[src/rtl/bpa_pkg.sv]
// ----------------------------------------------------------------------------
// Buddy page allocator package
// Shared constants, codes, memory word layouts and small helper functions.
// ----------------------------------------------------------------------------
package bpa_pkg;

    localparam int TOP_ORD   = 10;
    localparam int NUM_ORD   = TOP_ORD + 1;
    localparam int PAGES     = 1 << TOP_ORD;
    localparam int IDX_W     = 10;
    localparam int ORD_W     = 4;
    localparam int REQ_ORD_W = 5;
    localparam int CNT_IN_W  = 16;
    localparam int TOT_W     = 11;
    localparam int CNT_W     = IDX_W + 1;
    localparam int SUM_W     = 2 * IDX_W + 1;
    localparam int FREE_W    = 11;
    localparam int FREE_SAT  = 2047;

    typedef enum logic [1:0] {
        ST_OK       = 2'd0,
        ST_BAD_REQ  = 2'd1,
        ST_NO_BLOCK = 2'd2,
        ST_IGNORED  = 2'd3
    } t_status;

    typedef enum logic [1:0] {
        OP_ALLOC = 2'd0,
        OP_FREE  = 2'd1,
        OP_INIT  = 2'd2,
        OP_NONE  = 2'd3
    } t_op;

    typedef enum logic [4:0] {
        S_CLEAR, S_IDLE, S_INIT, S_DONE,
        S_A_SRCH, S_A_SPLIT,
        S_F_CHK, S_F_LOOP, S_F_TST, S_F_MRG, S_F_END,
        S_D_START, S_D_RD, S_D_WR2,
        S_P_START, S_P_CHK, S_P_LINK, S_P_RDH, S_P_W1, S_P_W2, S_P_FIN
    } t_state;

    typedef struct packed {
        logic             mark;
        logic [ORD_W-1:0] order;
    } t_mk;

    typedef struct packed {
        logic [IDX_W-1:0] next;
        logic [IDX_W-1:0] prev;
    } t_link;

    typedef struct packed {
        logic [IDX_W-1:0] mk_raddr;
        logic             mk_we;
        logic [IDX_W-1:0] mk_waddr;
        t_mk              mk_wdata;
        logic [IDX_W-1:0] ln_raddr;
        logic             ln_we_next;
        logic             ln_we_prev;
        logic [IDX_W-1:0] ln_waddr;
        t_link            ln_wdata;
    } t_mem_req;

    typedef struct packed {
        t_mk   mk;
        t_link ln;
    } t_mem_rsp;

    // Smallest order whose block size is at least n; n of zero gives an oversized order.
    function automatic logic [REQ_ORD_W-1:0] order_of(input logic [CNT_IN_W-1:0] n);
        logic [CNT_IN_W-1:0]  m;
        logic [REQ_ORD_W-1:0] o;
        m = n - CNT_IN_W'(1);
        o = '0;
        for (int i = 0; i < CNT_IN_W; i++) begin
            if (m[i]) begin
                o = REQ_ORD_W'(i + 1);
            end
        end
        return o;
    endfunction

    function automatic logic [ORD_W-1:0] floor_log2(input logic [TOT_W-1:0] t);
        logic [ORD_W-1:0] o;
        o = '0;
        for (int i = 0; i < TOT_W; i++) begin
            if (t[i]) begin
                o = ORD_W'(i);
            end
        end
        return o;
    endfunction

endpackage

[src/rtl/bpa_ctrl.sv]
// ----------------------------------------------------------------------------
// Buddy page allocator sequencer
// Runs initialise, allocate and free as sequences of list push and unlink
// steps against the state memories, and keeps per-order list heads, block
// counts and the free page total in registers.
// ----------------------------------------------------------------------------
module bpa_ctrl
    import bpa_pkg::*;
(
    input  logic                i_clk,
    input  logic                i_rst_n,
    input  logic                start,
    input  logic [1:0]          i_op,
    input  logic [CNT_IN_W-1:0] i_page_count,
    input  logic [IDX_W-1:0]    i_page_index,
    input  logic                i_cfg_we,
    input  logic [TOT_W-1:0]    i_cfg_wdata,
    input  t_mem_rsp            i_rsp,
    output t_mem_req            o_req,
    output logic                busy,
    output logic                o_result_valid,
    output logic [1:0]          o_status,
    output logic [IDX_W-1:0]    o_block_index,
    output logic [ORD_W-1:0]    o_block_order,
    output logic [FREE_W-1:0]   o_free_cnt
);

    t_state           r_state, n_state, r_ret_p, n_ret_p, r_ret_d, n_ret_d;
    logic [ORD_W-1:0] r_ro, n_ro, r_o, n_o, r_co, n_co, r_sord, n_sord, r_dord, n_dord;
    logic [IDX_W-1:0] r_pg, n_pg, r_cur, n_cur, r_b, n_b, r_sidx, n_sidx, r_didx, n_didx;
    logic [IDX_W-1:0] r_p, n_p, r_n, n_n, r_h, n_h, r_t, n_t, r_clr, n_clr;
    logic             r_init, n_init;
    t_status          r_status, n_status;
    logic [IDX_W-1:0] r_bidx, n_bidx;
    logic [ORD_W-1:0] r_bord, n_bord;
    logic [SUM_W-1:0] r_sum, n_sum;
    logic [TOT_W-1:0] r_total;
    logic [CNT_W-1:0] r_bpo [NUM_ORD];
    logic [IDX_W-1:0] r_head [NUM_ORD];

    logic                 r_valid;
    t_status              r_o_status;
    logic [IDX_W-1:0]     r_o_bidx;
    logic [ORD_W-1:0]     r_o_bord;
    logic [FREE_W-1:0]    r_o_free;

    logic [ORD_W-1:0]     ord_sel, k_init;
    logic [CNT_W-1:0]     bpo_rd, bpo_wdata;
    logic [IDX_W-1:0]     head_rd, head_wdata, buddy;
    logic                 bpo_we, head_we, bpo_clr, bad_req;
    logic [TOT_W-1:0]     tot_b;
    logic [REQ_ORD_W-1:0] ro_in;
    logic [SUM_W-1:0]     size_sel;
    t_mem_req             req;

    assign tot_b   = (r_total > TOT_W'(PAGES)) ? TOT_W'(PAGES) : r_total;
    assign k_init  = floor_log2(tot_b);
    assign ro_in   = order_of(i_page_count);
    assign bad_req = (i_page_count == '0) || (ro_in > REQ_ORD_W'(TOP_ORD));
    assign buddy   = r_cur ^ (IDX_W'(1) << r_co);

    always_comb begin
        unique case (r_state)
            S_A_SRCH:                      ord_sel = r_o;
            S_D_START, S_D_RD:             ord_sel = r_dord;
            S_P_LINK, S_P_FIN:             ord_sel = r_sord;
            S_INIT:                        ord_sel = k_init;
            default:                       ord_sel = r_o;
        endcase
    end

    assign bpo_rd   = r_bpo[ord_sel];
    assign head_rd  = r_head[ord_sel];
    assign size_sel = SUM_W'(1) << ord_sel;

    always_comb begin
        n_state = r_state; n_ret_p = r_ret_p; n_ret_d = r_ret_d;
        n_ro = r_ro; n_o = r_o; n_co = r_co; n_sord = r_sord; n_dord = r_dord;
        n_pg = r_pg; n_cur = r_cur; n_b = r_b; n_sidx = r_sidx; n_didx = r_didx;
        n_p = r_p; n_n = r_n; n_h = r_h; n_t = r_t; n_clr = r_clr; n_init = r_init;
        n_status = r_status; n_bidx = r_bidx; n_bord = r_bord; n_sum = r_sum;
        req = '0; bpo_we = 1'b0; bpo_wdata = '0; head_we = 1'b0; head_wdata = '0;
        bpo_clr = 1'b0;
        unique case (r_state)
            S_CLEAR: begin
                req.mk_we    = 1'b1;
                req.mk_waddr = r_clr;
                n_clr        = r_clr + IDX_W'(1);
                if (r_clr == IDX_W'(PAGES - 1)) begin
                    n_state = r_init ? S_INIT : S_IDLE;
                end
            end
            S_IDLE: begin
                if (start) begin
                    n_cur    = i_page_index;
                    n_ro     = ro_in[ORD_W-1:0];
                    n_o      = ro_in[ORD_W-1:0];
                    n_co     = ro_in[ORD_W-1:0];
                    n_bidx   = '0;
                    n_bord   = '0;
                    n_status = ST_OK;
                    unique case (t_op'(i_op))
                        OP_INIT: begin
                            n_init  = 1'b1;
                            n_clr   = '0;
                            bpo_clr = 1'b1;
                            n_sum   = '0;
                            n_state = S_CLEAR;
                        end
                        OP_ALLOC: begin
                            if (bad_req) begin
                                n_status = ST_BAD_REQ;
                                n_state  = S_DONE;
                            end else begin
                                n_state = S_A_SRCH;
                            end
                        end
                        OP_FREE: begin
                            if (bad_req) begin
                                n_status = ST_IGNORED;
                                n_state  = S_DONE;
                            end else begin
                                req.mk_raddr = i_page_index;
                                n_state      = S_F_CHK;
                            end
                        end
                        OP_NONE: begin
                            n_status = ST_IGNORED;
                            n_state  = S_DONE;
                        end
                    endcase
                end
            end
            S_INIT: begin
                if (tot_b != '0) begin
                    req.mk_we      = 1'b1;
                    req.mk_waddr   = '0;
                    req.mk_wdata   = '{mark: 1'b1, order: k_init};
                    req.ln_we_next = 1'b1;
                    req.ln_we_prev = 1'b1;
                    req.ln_waddr   = '0;
                    bpo_we         = 1'b1;
                    bpo_wdata      = CNT_W'(1);
                    head_we        = 1'b1;
                    n_sum          = size_sel;
                    n_bord         = k_init;
                end
                n_state = S_DONE;
            end
            S_A_SRCH: begin
                if (bpo_rd != '0) begin
                    n_pg    = head_rd;
                    n_didx  = head_rd;
                    n_dord  = r_o;
                    n_ret_d = S_A_SPLIT;
                    n_state = S_D_START;
                end else if (r_o == ORD_W'(TOP_ORD)) begin
                    n_status = ST_NO_BLOCK;
                    n_state  = S_DONE;
                end else begin
                    n_o = r_o + ORD_W'(1);
                end
            end
            S_A_SPLIT: begin
                if (r_o > r_ro) begin
                    n_o     = r_o - ORD_W'(1);
                    n_sord  = r_o - ORD_W'(1);
                    n_sidx  = r_pg + (IDX_W'(1) << (r_o - ORD_W'(1)));
                    n_ret_p = S_A_SPLIT;
                    n_state = S_P_START;
                end else begin
                    n_bidx  = r_pg;
                    n_bord  = r_ro;
                    n_state = S_DONE;
                end
            end
            S_F_CHK: begin
                if (i_rsp.mk.mark) begin
                    n_status = ST_IGNORED;
                    n_state  = S_DONE;
                end else begin
                    n_state = S_F_LOOP;
                end
            end
            S_F_LOOP: begin
                if (r_co < ORD_W'(TOP_ORD)) begin
                    n_b          = buddy;
                    req.mk_raddr = buddy;
                    n_state      = S_F_TST;
                end else begin
                    n_sidx  = r_cur;
                    n_sord  = r_co;
                    n_ret_p = S_F_END;
                    n_state = S_P_START;
                end
            end
            S_F_TST: begin
                if (({1'b0, r_b} >= tot_b) || !i_rsp.mk.mark || (i_rsp.mk.order != r_co)) begin
                    n_sidx  = r_cur;
                    n_sord  = r_co;
                    n_ret_p = S_F_END;
                    n_state = S_P_START;
                end else begin
                    n_didx  = r_b;
                    n_dord  = r_co;
                    n_ret_d = S_F_MRG;
                    n_state = S_D_START;
                end
            end
            S_F_MRG: begin
                if (r_b < r_cur) begin
                    n_cur = r_b;
                end
                n_co    = r_co + ORD_W'(1);
                n_state = S_F_LOOP;
            end
            S_F_END: begin
                n_bidx  = r_cur;
                n_bord  = r_co;
                n_state = S_DONE;
            end
            S_D_START: begin
                if (bpo_rd <= CNT_W'(1)) begin
                    bpo_we       = 1'b1;
                    req.mk_we    = 1'b1;
                    req.mk_waddr = r_didx;
                    if (bpo_rd == CNT_W'(1)) begin
                        n_sum = r_sum - size_sel;
                    end
                    n_state = r_ret_d;
                end else begin
                    req.ln_raddr = r_didx;
                    n_state      = S_D_RD;
                end
            end
            S_D_RD: begin
                n_p                 = i_rsp.ln.prev;
                n_n                 = i_rsp.ln.next;
                req.ln_we_next      = 1'b1;
                req.ln_waddr        = i_rsp.ln.prev;
                req.ln_wdata.next   = i_rsp.ln.next;
                bpo_we              = 1'b1;
                bpo_wdata           = bpo_rd - CNT_W'(1);
                if (head_rd == r_didx) begin
                    head_we    = 1'b1;
                    head_wdata = i_rsp.ln.next;
                end
                req.mk_we    = 1'b1;
                req.mk_waddr = r_didx;
                n_sum        = r_sum - size_sel;
                n_state      = S_D_WR2;
            end
            S_D_WR2: begin
                req.ln_we_prev    = 1'b1;
                req.ln_waddr      = r_n;
                req.ln_wdata.prev = r_p;
                n_state           = r_ret_d;
            end
            S_P_START: begin
                req.mk_raddr = r_sidx;
                n_state      = S_P_CHK;
            end
            S_P_CHK: begin
                if (i_rsp.mk.mark) begin
                    n_didx  = r_sidx;
                    n_dord  = (i_rsp.mk.order > ORD_W'(TOP_ORD)) ? ORD_W'(TOP_ORD)
                                                                 : i_rsp.mk.order;
                    n_ret_d = S_P_LINK;
                    n_state = S_D_START;
                end else begin
                    n_state = S_P_LINK;
                end
            end
            S_P_LINK: begin
                if (bpo_rd == '0) begin
                    req.ln_we_next = 1'b1;
                    req.ln_we_prev = 1'b1;
                    req.ln_waddr   = r_sidx;
                    req.ln_wdata   = '{next: r_sidx, prev: r_sidx};
                    n_state        = S_P_FIN;
                end else begin
                    n_h          = head_rd;
                    req.ln_raddr = head_rd;
                    n_state      = S_P_RDH;
                end
            end
            S_P_RDH: begin
                n_t            = i_rsp.ln.prev;
                req.ln_we_next = 1'b1;
                req.ln_we_prev = 1'b1;
                req.ln_waddr   = r_sidx;
                req.ln_wdata   = '{next: r_h, prev: i_rsp.ln.prev};
                n_state        = S_P_W1;
            end
            S_P_W1: begin
                req.ln_we_next    = 1'b1;
                req.ln_waddr      = r_t;
                req.ln_wdata.next = r_sidx;
                n_state           = S_P_W2;
            end
            S_P_W2: begin
                req.ln_we_prev    = 1'b1;
                req.ln_waddr      = r_h;
                req.ln_wdata.prev = r_sidx;
                n_state           = S_P_FIN;
            end
            S_P_FIN: begin
                head_we      = 1'b1;
                head_wdata   = r_sidx;
                bpo_we       = 1'b1;
                bpo_wdata    = bpo_rd + CNT_W'(1);
                req.mk_we    = 1'b1;
                req.mk_waddr = r_sidx;
                req.mk_wdata = '{mark: 1'b1, order: r_sord};
                n_sum        = r_sum + size_sel;
                n_state      = r_ret_p;
            end
            S_DONE: begin
                n_state = S_IDLE;
            end
            default: begin
                n_state = S_IDLE;
            end
        endcase
    end

    always_ff @(posedge i_clk) begin
        if (!i_rst_n) begin
            r_state <= S_CLEAR;
            r_clr   <= '0;
            r_init  <= 1'b0;
            r_sum   <= '0;
            r_total <= TOT_W'(PAGES);
            r_valid <= 1'b0;
            for (int i = 0; i < NUM_ORD; i++) begin
                r_bpo[i] <= '0;
            end
        end else begin
            r_state <= n_state;
            r_clr   <= n_clr;
            r_init  <= n_init;
            r_sum   <= n_sum;
            r_valid <= (r_state == S_DONE);
            if (i_cfg_we) begin
                r_total <= i_cfg_wdata;
            end
            if (bpo_clr) begin
                for (int i = 0; i < NUM_ORD; i++) begin
                    r_bpo[i] <= '0;
                end
            end else if (bpo_we) begin
                r_bpo[ord_sel] <= bpo_wdata;
            end
        end
    end

    always_ff @(posedge i_clk) begin
        r_ret_p <= n_ret_p; r_ret_d <= n_ret_d;
        r_ro <= n_ro; r_o <= n_o; r_co <= n_co; r_sord <= n_sord; r_dord <= n_dord;
        r_pg <= n_pg; r_cur <= n_cur; r_b <= n_b; r_sidx <= n_sidx; r_didx <= n_didx;
        r_p <= n_p; r_n <= n_n; r_h <= n_h; r_t <= n_t;
        r_status <= n_status; r_bidx <= n_bidx; r_bord <= n_bord;
        if (head_we) begin
            r_head[ord_sel] <= head_wdata;
        end
        if (r_state == S_DONE) begin
            r_o_status <= r_status;
            r_o_bidx   <= r_bidx;
            r_o_bord   <= r_bord;
            r_o_free   <= (r_sum > SUM_W'(FREE_SAT)) ? FREE_W'(FREE_SAT) : r_sum[FREE_W-1:0];
        end
    end

    assign o_req          = req;
    assign busy           = (r_state != S_IDLE);
    assign o_result_valid = r_valid;
    assign o_status       = r_o_status;
    assign o_block_index  = r_o_bidx;
    assign o_block_order  = r_o_bord;
    assign o_free_cnt     = r_o_free;

endmodule

[config.mk]
export PLATFORM = sky130hd
export DESIGN_NAME = bpa_ctrl
export DESIGN_NICKNAME = d
export VERILOG_FILES = /design/src/rtl/bpa_pkg.sv /design/src/rtl/bpa_ctrl.sv
export SDC_FILE = /design/constraint.sdc
export NUM_CORES = 1
export LEC_CHECK = 0
export ABC_AREA = 0
export BUFFER_PORTS_ARGS = -buffer_cell sky130_fd_sc_hd__buf_2
export CAP_MARGIN = 20
export CORE_ASPECT_RATIO = 0.6
export CORE_MARGIN = 2
export CORE_UTILIZATION = 55
export DETAILED_ROUTE_END_ITERATION = 6
export PLACE_DENSITY = 0.84
export SETUP_SLACK_MARGIN = 0.4
export SLEW_MARGIN = 0
export SYNTH_ARGS = -nofsm -noshare
export SYNTH_HDL_FRONTEND = slang
export SYNTH_SLANG_ARGS = --single-unit
[constraint.sdc]
create_clock -name i_clk -period 9.7 [get_ports i_clk]
set_clock_uncertainty 0.15 [all_clocks]
set_input_delay 0.485 -clock i_clk [delete_from_list [all_inputs] [get_ports i_clk]]
set_output_delay 0.485 -clock i_clk [all_outputs]
set_load 0.01 [all_outputs]
==> results.yml, run 1 <==
setup_path:
  critical_path_peak_fanout: 32
  worstPathCellList: "or4b_4 > nor3_1 > a221oi_1 > buf_4 > nand2_2 > buf_4 > mux4_2 > mux2i_1 > mux2i_1 > inv_1 > ha_1 > o2111ai_1 > nor2_1 > nand3b_1 > nand3_1 > inv_1 > a22o_1 > buf_2"
  regToRegStartpoint: "r_state[2]$_SDFFE_PN0P_"
  crit_family: "simple AND/OR/NAND/NOR gates"
  criticalPathCategory: "reg2out"
  critical_path.slowest_cell: "sky130_fd_sc_hd__dfxtp_1"
  reg2reg_to: "r_sum[20]$_SDFFE_PN0P_"
  slowest_stage_delay_on_critical_path_ns: 0.84
  worstPathBufferInverterCount: 5
  r2r_setup_slack_ns: 1.60
  cp.required_ns: 9.07
  end_kind: "output pin"
  cp.arrival_ns: 7.56
  timing.critical_path.from_type: "flip-flop"
  r2r.worst_path.cells: 23
detailed_routing:
  drt_pre_antenna_iters: 6
  postRouteWirelength_um: 89500
  wl_per_cell_um: 27.6
  viasPerCell: 6.85
  route.vias.total: 22200
  remaining_drc_errors: 0
  route.antenna.remaining_nets: 0
  drt_first_iter_violations: 3571
sta:
  fmax_mhz: 122
  worst-slew-pin-transition_ns: 1.19
  setup_viol_count_final: 0
  min_period_ns: 8.19
  finalMaxSlewViolations: 0
  fin_tns_setup_ns: 0
  relSlewSlack_pct: 20.1
  period_share_pct: 84.4
  post-route-worst-setup-slack_ns: 1.51
  report.final.hold_viol_count: 0
  grt_setup_unrepaired: "no"
synth:
  yosysUniqueCellTypes: 100
  synth_seq_cells: 494
  ys_seq_area_share_pct: 54.1
  synth_enable_flop_cells: 445
  cell_area_synth_um2: 26500
  post_synth.cell_area_avg_um2: 11.0
  synthCells: 2408
  asyncSetResetFlopFracSynth_pct: 0
  syn_nets: 2553
  most_common_cell_in_the_synthesized_netlist: "sky130_fd_sc_hd__edfxtp_1"
  netlist_top_cells_area: "sky130_fd_sc_hd__edfxtp_1 50%, sky130_fd_sc_hd__nand2_1 4.0%, sky130_fd_sc_hd__dfxtp_1 3.7%"
  proportion_of_netlist_area_held_by_the_largest_area_contributor_pct: 50.4
  yosysTopAreaCell: "sky130_fd_sc_hd__edfxtp_1"
  synth.cells.most_frequent: "445 x sky130_fd_sc_hd__edfxtp_1, 281 x sky130_fd_sc_hd__nand2_1, 183 x sky130_fd_sc_hd__nor2_1, 117 x sky130_fd_sc_hd__o21ai_0, 109 x sky130_fd_sc_hd__a21oi_1"
  yosys_warnings: 0
  yosys_most_used_dff: "sky130_fd_sc_hd__edfxtp_1"
floorplan:
  initial_core_util_pct: 55.5
  design.die.area_um2: 50000
  placementRows: 62
  pin_count: 165
  y_dimension_of_the_die_um: 174
  fp.coreArea_um2: 47700
  chipWidth_um: 287
cells_and_area:
  sequential_cell_area_um2: 14300
  multiInputGateArea_um2: 11100
  syn_to_final_growth_pct: 13.0
  finalNetCount: 2717
  fin_cells: 3248
  num-fill-cells: 3694
  drive_above_1_share_pct: 15.8
  num_antenna_cells: 0
power:
  p_per_area_nw_per_um2: 147
  ir_drop_mv: 0.161
  finalPower_mw: 4.40
  total_leakage_power_nw: 11.5
grt:
  grt_util_all_layers_pct: 34.9
  grt_max_degree: 101
  grt_antenna_before_repair: 3
  grt-ovfl-total: 0
  first_global_vias: 20500
  first_pass_grt_wire_length_um: 132000
worst_hold_path:
  min_to: "r_total[3]$_SDFFE_PN0P_"
  min_path_type: "in2reg"
  hold_path_startpoint: "i_cfg_wdata[3]"
  min_path_cells: 3
placement:
  place_hpwl_um: 63000
  pre_cts_slack_ns: 2.03
  place.detailed.instances: 3119
  gpl.final_weighted_congestion: 1.02
  io_buffer_count: 164
clocking:
  cts_buffers: 46
  cts.repair.resized: 0
  clk_pin_slew_worst_paths_ns: 0.07
  htreeDepth: 2
  clock_path_buffers: 3
  clk-insertion-delay-late_ns: 0.61
  cts_root_buffer: "sky130_fd_sc_hd__clkbuf_16"
  postCtsHoldBufs: 29
  tritoncts: "done"
  cts_post_setup_buffers_inserted: 0
  cts_num_sinks: 494
run:
  drv.max_cap_violation_count: 0
status:
  status: "completed"
[final cells by class]
cell class / count / area share (%)
Multi-Input combinational cell: 1674 / 37.2
Clock inverter: 31 / 1.30
Timing Repair Buffer: 273 / 5.91
Sequential cell: 494 / 47.9
Tap cell: 640 / 2.68
Clock buffer: 53 / 3.93
Inverter: 83 / 1.04
[cell usage in the layout, fill, tap and decap left out, types with 14 or more instances in the layout]
cell type,instances
sky130_fd_sc_hd__edfxtp_1,445
sky130_fd_sc_hd__nand2_1,280
sky130_fd_sc_hd__nor2_1,181
sky130_fd_sc_hd__buf_2,166
sky130_fd_sc_hd__o21ai_0,115
sky130_fd_sc_hd__a21oi_1,108
sky130_fd_sc_hd__nand3_1,82
sky130_fd_sc_hd__inv_1,80
sky130_fd_sc_hd__nor3_1,77
sky130_fd_sc_hd__ha_1,75
sky130_fd_sc_hd__mux2i_1,73
sky130_fd_sc_hd__buf_4,65
sky130_fd_sc_hd__dfxtp_1,49
sky130_fd_sc_hd__clkbuf_16,46
sky130_fd_sc_hd__a211oi_1,44
sky130_fd_sc_hd__a21o_1,40
sky130_fd_sc_hd__xnor2_1,39
sky130_fd_sc_hd__xor2_1,36
sky130_fd_sc_hd__a22o_1,34
sky130_fd_sc_hd__a221o_1,33
sky130_fd_sc_hd__dlygate4sd3_1,29
sky130_fd_sc_hd__and2_1,27
sky130_fd_sc_hd__o22ai_1,27
sky130_fd_sc_hd__a31oi_1,26
sky130_fd_sc_hd__a22oi_1,26
sky130_fd_sc_hd__nor2b_1,23
sky130_fd_sc_hd__nand2b_1,19
sky130_fd_sc_hd__or2_2,18
sky130_fd_sc_hd__a311o_1,17
sky130_fd_sc_hd__and3_1,17
sky130_fd_sc_hd__a211oi_2,17
sky130_fd_sc_hd__nand4_1,15
sky130_fd_sc_hd__a32oi_1,14
sky130_fd_sc_hd__mux2_2,14
sky130_fd_sc_hd__mux4_2,14
sky130_fd_sc_hd__o211ai_1,14
[worst min-delay path, cell delays in order]
cell and delay, ns:
sky130_fd_sc_hd__buf_2 0.10, sky130_fd_sc_hd__mux2i_1 0.07, sky130_fd_sc_hd__nor2_1 0.07
[power by group]
group          total (mW)  leakage [nW]  switching (mW)  internal, mW
sequential           2.33          4.99          0.0129          2.32
clock                1.94         0.752           0.869          1.07
combinational       0.128          5.75          0.0784        0.0501
total                4.40          11.5           0.960          3.43
[registers in the layout, indices dropped and copies added, names as in the netlist, 5 cells and up]
name and count:
r_bpo 176, r_head 110, r_sum 21, o_free_cnt 11, r_total 11, o_block_index 10, r_b 10, r_bidx 10
r_clr 10, r_cur 10, r_didx 10, r_h 10, r_n 10, r_p 10, r_pg 10, r_sidx 10
r_t 10, r_state 5
[worst max-delay path by stage]
| stage | startpoint | end | slack [ns] | cells past startpoint |
|---|---|---|---|---|
| 2_1_floorplan | r_state[3]$_SDFFE_PN0P_ | r_sum[20]$_SDFFE_PN0P_ | 2.79 | 30 |
| 3_3_place_gp | r_state[1]$_SDFFE_PN0P_ | r_sum[20]$_SDFFE_PN0P_ | 2.15 | 23 |
| 3_5_place_dp | r_state[2]$_SDFFE_PN0P_ | r_sum[20]$_SDFFE_PN0P_ | 2.03 | 23 |
| 4_1_cts | r_state[1]$_SDFFE_PN0P_ | o_req[38] | 1.77 | 18 |
| 5_1_grt | r_state[4]$_SDFFE_PN0P_ | r_sum[20]$_SDFFE_PN0P_ | 1.17 | 23 |
| 6_report | r_state[1]$_SDFFE_PN0P_ | o_req[39] | 1.51 | 18 |
[metrics by stage]
stage / util (%) / hold slack [ns] / instance area (µm²)
after floorplan: - / 0.250 / 26500
after global placement: 58.4 / 0.253 / 27900
after detailed placement: 58.5 / 0.255 / 27900
after CTS: 62.4 / 0.0130 / 29800
after global routing: 62.7 / 0.0323 / 29900
final: 62.7 / 0.0271 / 29900
[logic make-up (layout without fill, tap and decap cells)]
family	Yosys count	count (layout)	synth area share, %
DFF	494	494	54.1
xor gates and xnor gates	75	75	2.48
muxes	101	101	4.54
buffers and inverters	240	440	4.05
AOI/OAI and AO/OA	612	612	16.4
and+or+nand+nor	808	808	14.6
adders and majority gates	78	78	3.73
[metal layers]
metal | GRT usage, % | share of wire, %
met1 | 54.4 | 41
met2 | 46.2 | 40
met3 | 12.4 | 17
met4 | 7.23 | 2.2
met5 | 0 | 0.025
Note: power is estimated with default switching activity, not from simulation.
==> inputs of run 2 (changes only) <==
Settings changed: PLACE_DENSITY 0.84 to 0.87.
Clock period 9.7 ns to 7.5 ns, I/O delays scaled along.
==> run 2 against run 1 <==
- the run now ends with design-rule violations left
- critical path depth up 2
- global-route usage is 0.90 points lower
- via count increased by 1.2%
- cell area increased by 1.5%
- worst hold slack better by 0.0016 ns
- non-clock buffer count up 40
- sequential share of layout area is 0.72 points lower
- worst setup slack got worse by 0.84 ns
- flip-flop and latch count stayed put
- sequential power rose by 29%
- combinational power up 33%
==> results.yml, run 2 (synthesis results as in run 1) <==
setup_path:
  critical_path.slowest_cell: "sky130_fd_sc_hd__or3b_2"
  critical_path_peak_fanout: 25
  worstPathBufferInverterCount: 7
  timing.critical_path.from_type: "flip-flop"
  cp.required_ns: 6.97
  path_common_cell: "sky130_fd_sc_hd__buf_4"
  cp.arrival_ns: 6.31
  crit_family: "buffers and inverters"
  slowest_stage_delay_on_critical_path_ns: 0.53
  criticalPathCategory: "reg2out"
  end_kind: "output pin"
  worstPathCellList: "buf_4 > or3b_2 > a21oi_2 > a222oi_1 > buf_4 > a21oi_4 > clkbuf_16 > mux4_2 > mux2i_1 > mux2i_2 > inv_1 > ha_1 > o2111ai_1 > nor2_1 > nand3b_1 > nand3_1 > buf_4 > inv_1 > a22o_1 > buf_2"
grt:
  grt_antenna_before_repair: 5
  grt-ovfl-total: 0
  first_global_vias: 20900
  grt_max_degree: 100
  grt_util_all_layers_pct: 34.0
  first_pass_grt_wire_length_um: 129000
sta:
  period_share_pct: 91.1
  min_period_ns: 6.83
  fmax_mhz: 146
  grt_setup_unrepaired: "no"
  relSlewSlack_pct: 19.8
  fin_tns_setup_ns: 0
  worst-slew-pin-transition_ns: 1.20
  setup_viol_count_final: 0
  finalMaxSlewViolations: 0
  report.final.hold_viol_count: 0
floorplan:
  initial_core_util_pct: 55.5
  pin_count: 165
  y_dimension_of_the_die_um: 174
  chipWidth_um: 287
  design.die.area_um2: 50000
  placementRows: 62
  fp.coreArea_um2: 47700
clocking:
  clk_pin_slew_worst_paths_ns: 0.06
  cts_num_sinks: 494
  cts_post_setup_buffers_inserted: 0
  htreeDepth: 2
  clk-insertion-delay-late_ns: 0.60
  tritoncts: "done"
  clock_path_buffers: 3
  cts_root_buffer: "sky130_fd_sc_hd__clkbuf_16"
  cts_buffers: 46
worst_hold_path:
  min_path_type: "in2reg"
status:
  status: "complete, but fails checks"
  violations_in_the_final_reports: "design-rule violations"
placement:
  io_buffer_count: 164
  place_area_um2: 28200
  gpl.final_weighted_congestion: 1.05
  place_hpwl_um: 61100
detailed_routing:
  route.vias.total: 22500
  postRouteWirelength_um: 87200
  wl_per_cell_um: 26.5
  drt_first_iter_violations: 3644
  route.antenna.remaining_nets: 0
  viasPerCell: 6.83
  remaining_drc_errors: 46
  drt_pre_antenna_iters: 7
cells_and_area:
  biggest_registers_after_layout: "r_bpo: 176 flops, r_head: 110 flops, r_sum: 21 flops"
  finalNetCount: 2757
  sequential_cell_area_um2: 14300
  syn_to_final_growth_pct: 14.7
  largest_register_ffs: 176
  multiInputGateArea_um2: 11200
  drive_above_1_share_pct: 17.0
  num-fill-cells: 3524
  postLayoutCellArea_um2: 30400
  commonest_cells_after_routing_fill_and_taps_aside: "445 x sky130_fd_sc_hd__edfxtp_1, 280 x sky130_fd_sc_hd__nand2_1, 181 x sky130_fd_sc_hd__nor2_1"
  max_flop_register: "r_bpo"
  final_common_cell: "sky130_fd_sc_hd__edfxtp_1"
power:
  finalPower_mw: 5.87
  total_leakage_power_nw: 11.8
  p_per_area_nw_per_um2: 193
  ir_drop_mv: 0.208
run:
  drv.max_cap_violation_count: 0
run 2: cell count changes in the layout (fill, tap and decap cells not counted), sizes merged:
cell,delta
buf,+30
dlygate4sd3,+11
clkinv,-10
bufinv,+5
clkbuf,+5
inv,+2
clkinvlp,-1
diode,+1
run 2: cell type report:
type / instances / area share, %
clock buffer: 59 / 4.08
antenna: 1 / 0.00823
inverter: 83 / 1.03
timing repair buffer: 313 / 6.81
multi-input combinational: 1674 / 36.7
clock inverter: 27 / 1.52
sequential: 494 / 47.2
tap: 640 / 2.63
run 2: report_power, final:
part | leakage, nW | switching (mW) | internal, mW
clock | 0.826 | 1.09 | 1.59
sequential | 4.99 | 0.0170 | 3.00
combinational | 5.94 | 0.0992 | 0.0712
total | 11.8 | 1.21 | 4.66
run 2: final timing paths:
kind	from	to	slack [ns]	depth (start not counted)
setup reg to reg	r_state[2]$_SDFFE_PN0P_	r_sum[20]$_SDFFE_PN0P_	0.79	23
setup / recovery	r_state[1]$_SDFFE_PN0P_	o_req[39]	0.67	20
hold reg to reg	r_bidx[3]$_DFFE_PP_	o_block_index[3]$_DFFE_PP_	0.27	0
hold / removal	i_op[0]	r_status[1]$_DFFE_PP_	0.03	2
run 2: repair_timing:
item / 4_1_cts / 5_1_grt
gates cloned: 0 / 2
resized for setup: 1 / 8
hold buffers: 40 / 0
endpoints found under the hold margin: 50 / 0
setup endpoints to repair: 3 / 53
run 2: stage by stage:
stage / std cells / hold WS [ns] / worst slack, ns / util, %
finish: 3291 / 0.0287 / 0.669 / 63.7
global route: 3291 / 0.0154 / 0.415 / 63.7
CTS: 3281 / 0.00958 / 0.425 / 63.5
detailed placement: 3155 / 0.255 / 0.793 / 59.1
global placement: 3154 / 0.252 / 0.911 / 59.0
floorplan: 2408 / 0.250 / 0.586 / -
run 2: per-layer routing:
metal / track usage, % / share of wire, %
met2: 46.8 / 40
met3: 12.5 / 18
met1: 50.8 / 39
met5: 0 / 0.062
met4: 7.99 / 2.9
